### src/design/sqff_pkg.sv
// Package for the saturating Q15 FIR filter: field and accumulator types,
// clamp limits, rounding preload and coefficient reset value.
// Used by every module of the block; depends on nothing.
package sqff_pkg;

  localparam int SAMPLE_W    = 16;
  localparam int ACC_W       = 31;
  localparam int PROD_W      = 2 * SAMPLE_W;
  localparam int COEF_COUNT  = 8;
  localparam int CFG_IDX_W   = $clog2(COEF_COUNT);
  localparam int TAPS_DEFAULT = 8;

  typedef logic signed [SAMPLE_W-1:0]  sample_t;
  typedef logic signed [ACC_W-1:0]     acc_t;
  typedef logic        [CFG_IDX_W-1:0] cfg_idx_t;

  localparam sample_t COEF_RESET = 16'sd4096;
  localparam acc_t    ROUND_HALF = 31'sd16384;
  localparam acc_t    ACC_MAX    = 31'sh3fffffff;
  localparam acc_t    ACC_MIN    = 31'sh40000000;

endpackage

### src/design/sqff_cell.sv
// One tap cell of the saturating Q15 FIR filter: multiply, add and clamp,
// then register the partial sum and the shifted sample window.
// Depends on sqff_pkg.
module sqff_cell #(
  parameter int TAPS = sqff_pkg::TAPS_DEFAULT
) (
  input  logic                               clk,
  input  logic                               rst,
  input  logic                               en,
  input  logic                               valid_in,
  input  sqff_pkg::acc_t                     acc_in,
  input  sqff_pkg::sample_t [TAPS-1:0]       win_in,
  input  sqff_pkg::sample_t                  coef,
  output logic                               valid_out,
  output sqff_pkg::acc_t                     acc_out,
  output sqff_pkg::sample_t [TAPS-1:0]       win_out
);
  import sqff_pkg::*;

  localparam int SUM_W = PROD_W + 1;
  localparam logic signed [SUM_W-1:0] SUM_MAX = SUM_W'(ACC_MAX);
  localparam logic signed [SUM_W-1:0] SUM_MIN = SUM_W'(ACC_MIN);

  logic signed [PROD_W-1:0]  prod;
  logic signed [SUM_W-1:0]   sum;
  acc_t                      acc_next;
  sample_t [TAPS-1:0]        win_next;

  always_comb begin
    prod = $signed(coef) * $signed(win_in[0]);
    sum  = SUM_W'(acc_in) + SUM_W'(prod);
    priority if (sum > SUM_MAX) begin
      acc_next = ACC_MAX;
    end else if (sum < SUM_MIN) begin
      acc_next = ACC_MIN;
    end else begin
      acc_next = ACC_W'(sum);
    end
    for (int i = 0; i < TAPS - 1; i++) begin
      win_next[i] = win_in[i+1];
    end
    win_next[TAPS-1] = '0;
  end

  always_ff @(posedge clk) begin
    if (rst) begin
      valid_out <= 1'b0;
    end else if (en) begin
      valid_out <= valid_in;
    end
  end

  always_ff @(posedge clk) begin
    if (en) begin
      acc_out <= acc_next;
      win_out <= win_next;
    end
  end

endmodule

### config.mk
export PLATFORM = sky130hd
export DESIGN_NAME = sqff_cell
export DESIGN_NICKNAME = d
export VERILOG_FILES = /design/src/design/sqff_pkg.sv /design/src/design/sqff_cell.sv
export SDC_FILE = /design/constraint.sdc
export NUM_CORES = 1
export LEC_CHECK = 0
export BUFFER_PORTS_ARGS = -buffer_cell sky130_fd_sc_hd__buf_4
export CAP_MARGIN = 10
export CORE_UTILIZATION = 45
export DETAILED_ROUTE_END_ITERATION = 6
export PLACE_DENSITY = 0.71
export SLEW_MARGIN = 20
export SYNTH_ARGS = -nofsm -noshare
export SYNTH_HDL_FRONTEND = slang
export SYNTH_SLANG_ARGS = --single-unit
### constraint.sdc
create_clock -name clk -period 7.7 [get_ports clk]
set_clock_uncertainty 0.2 [all_clocks]
set_input_delay 0.77 -clock clk [delete_from_list [all_inputs] [get_ports clk]]
set_output_delay 0.77 -clock clk [all_outputs]
set_load 0.005 [all_outputs]
==> out/metrics.cfg <==
[finish]
finalInstanceArea_mm2=0.01937
layout-drive-gt1-share_pct=22.48
instances_no_fill=2199
area_growth_pct=22.37
diodes=0
layout.nets=2309

[timing]
worst_slack_ns=0.3630
max_slew_margin_pct=36.25
tightest_slew_ns=0.9563
finalHoldViolations=0
rsz0062_at_grt=false
setup_violations=0
post-route-period-util_pct=95.29
period_minus_slack_ns=7.337
drv_slew=0
setup_tns_ns=0
fmax_mhz=136.3

[route]
vias_per_cell=4.933
drtAntennaViolNets=0
drtIter0Drc=486
dr.pass1.iters=4
wl_per_cell_um=17.67
totalWireLength_mm=38.85
vias=10850
drc=0

[cts]
cts_tree=done
clk_root_buffer_cell=clkbuf_16
clkSinkCount=144
clk_pin_slew_worst_paths_ns=0.06
insertion_delay_ns=0.41
cts_resized=0
cts_buffers=17
postCtsSetupBuffers=0
ctsHoldBuffers=0
htree_levels=4
clock_path_buffers=2

[floorplan]
core-area_mm2=0.03454
io_pins=339
die_x_um=189.5
dieArea_mm2=0.03593
fp-row-count=68
die_y_um=189.5
initial_core_util_pct=45.82

[yosys]
synthTopCellsByArea=fa_1 38%, edfxtp_1 27%, inv_1 8.3%, ha_1 7.9%, and2_1 4.9%
synth_top_cell_area_share_pct=37.82
ys.flop_type=edfxtp_1
synth.most_common_cell=inv_1
ys_types=51
synth_async_sr_flop_share_pct=0
synth_enable_flop_cells=143
synth_commonest_cells=352 x inv_1, 299 x fa_1, 143 x edfxtp_1, 134 x nand2_1, 123 x and2_1
yosysTopAreaCell=fa_1
syn_area_mm2=0.01583
synth-seq-area-share_pct=27.26
yosys_warnings=0
synth_area_per_cell_um2=11.28
synth_seq_cells=144
syn_inst=1403

[status]
status=completed

[worst_setup_path]
crit_family=adder cells
critPathSlowestCell=a211oi_4
crit_cells=24
crit_buf_inv=7
required_ns=7.78
ff2ff_path_depth=2
cp_cell_sequence=buf_4 > nand2_1 > inv_1 > fa_1 > inv_1 > fa_1 > inv_1 > fa_1 > fa_1 > fa_1 > inv_1 > fa_1 > inv_1 > ha_1 > a21o_1 > a21o_1 > a21oi_1 > a21oi_1 > a31oi_1 > a21bo_2 > xnor2_1 > a211oi_4 > buf_8 > o21a_1
arrival_ns=7.42
cp_max_fo=16
crit_top_cell=fa_1
cp-start-kind=primary input
cp-end-kind=register
cpPeakStageDelay_ns=0.67
crit_type=primary input to register

[min_path]
whs_path_depth=2
hold_class=primary input to register

[global_route]
track_usage_pct=22.78
grt_pass1_wl_mm=62.33
grt_antenna_before_repair=0
grt_max_degree=76
first_global_vias=12140
grt_overflow_total=0

[placement]
numPortBuffers=322
dp_worst_setup_slack_ns=-0.01680
place_hpwl_mm=32.57
place_area_mm2=0.01880
numPlacedInstances=2167
gp_congestion=0.8830

[job]
max_cap_viol_count=0

-- per-layer routing --
metal / wire [um] / up-vias / GRT usage (%)
met3: 2119 / 66 / 4.280
met4: 948 / 0 / 6.762
li1: - / 4870 / -
met2: 20740 / 322 / 40.63
met1: 15040 / 5590 / 27.94
met5: 0 / - / 0
-- final cells by class --
type                    count  area, um2
clock buffers              18      429.2
clock inverters            14      141.4
fillers                  3018      15170
inverters                 352       1321
multi-input cells         867       9962
flip-flops and latches    144       4314
well taps                 455      569.3
repair buffers            349       2631
-- cell usage in the layout, fill, tap and decap left out, types with 3 or more instances in the layout --
cell / count
edfxtp_1: 143
a211oi_1: 3
a21o_1: 39
ha_1: 100
xnor2_1: 20
and2_1: 123
o21ai_0: 11
buf_4: 347
inv_1: 352
clkinvlp_4: 3
o21bai_1: 4
nand3_1: 6
nand2_1: 134
nor2_1: 26
conb_1: 16
fa_1: 299
a21oi_1: 21
a31oi_1: 4
nor3_1: 4
o21ai_1: 3
xor2_1: 15
o21a_1: 4
a211o_1: 3
nand2b_1: 5
clkbuf_16: 17
clkinv_2: 4
-- cell families after synthesis --
family | count (synthesis) | share of synthesized area (%)
buffers and inverters | 407 | 10.20
adders and majority gates | 399 | 45.72
and+or+nand+nor | 307 | 9.636
DFF | 144 | 27.26
AOI/OAI and AO/OA | 108 | 5.059
xor gates and xnor gates | 36 | 2.040
other | 1 | 0.02369
muxes | 1 | 0.06324
-- flip-flops by register name (all words and copies together), names as in the netlist --
signal and cells:
valid_out 1, win_out 112, acc_out 31
-- stage by stage --
step	utilization, %	hold WS, ns
final	56.07	0.3083
after global routing	56.07	0.2879
after CTS	56.07	0.2901
after detailed placement	54.42	0.3270
after global placement	54.38	0.2817
after floorplan	-	0.2850
-- path summary, 6_finish.rpt --
path,endpoint,slack (ns),startpoint
max,acc_out[0],0.36,win_in[1]
min,valid_out,0.31,rst
max reg2reg,valid_out,6.90,valid_out
min reg2reg,valid_out,0.33,valid_out
Power is not shown: default switching activity piles up to over one toggle a cycle in this logic, so the estimate is an artifact.
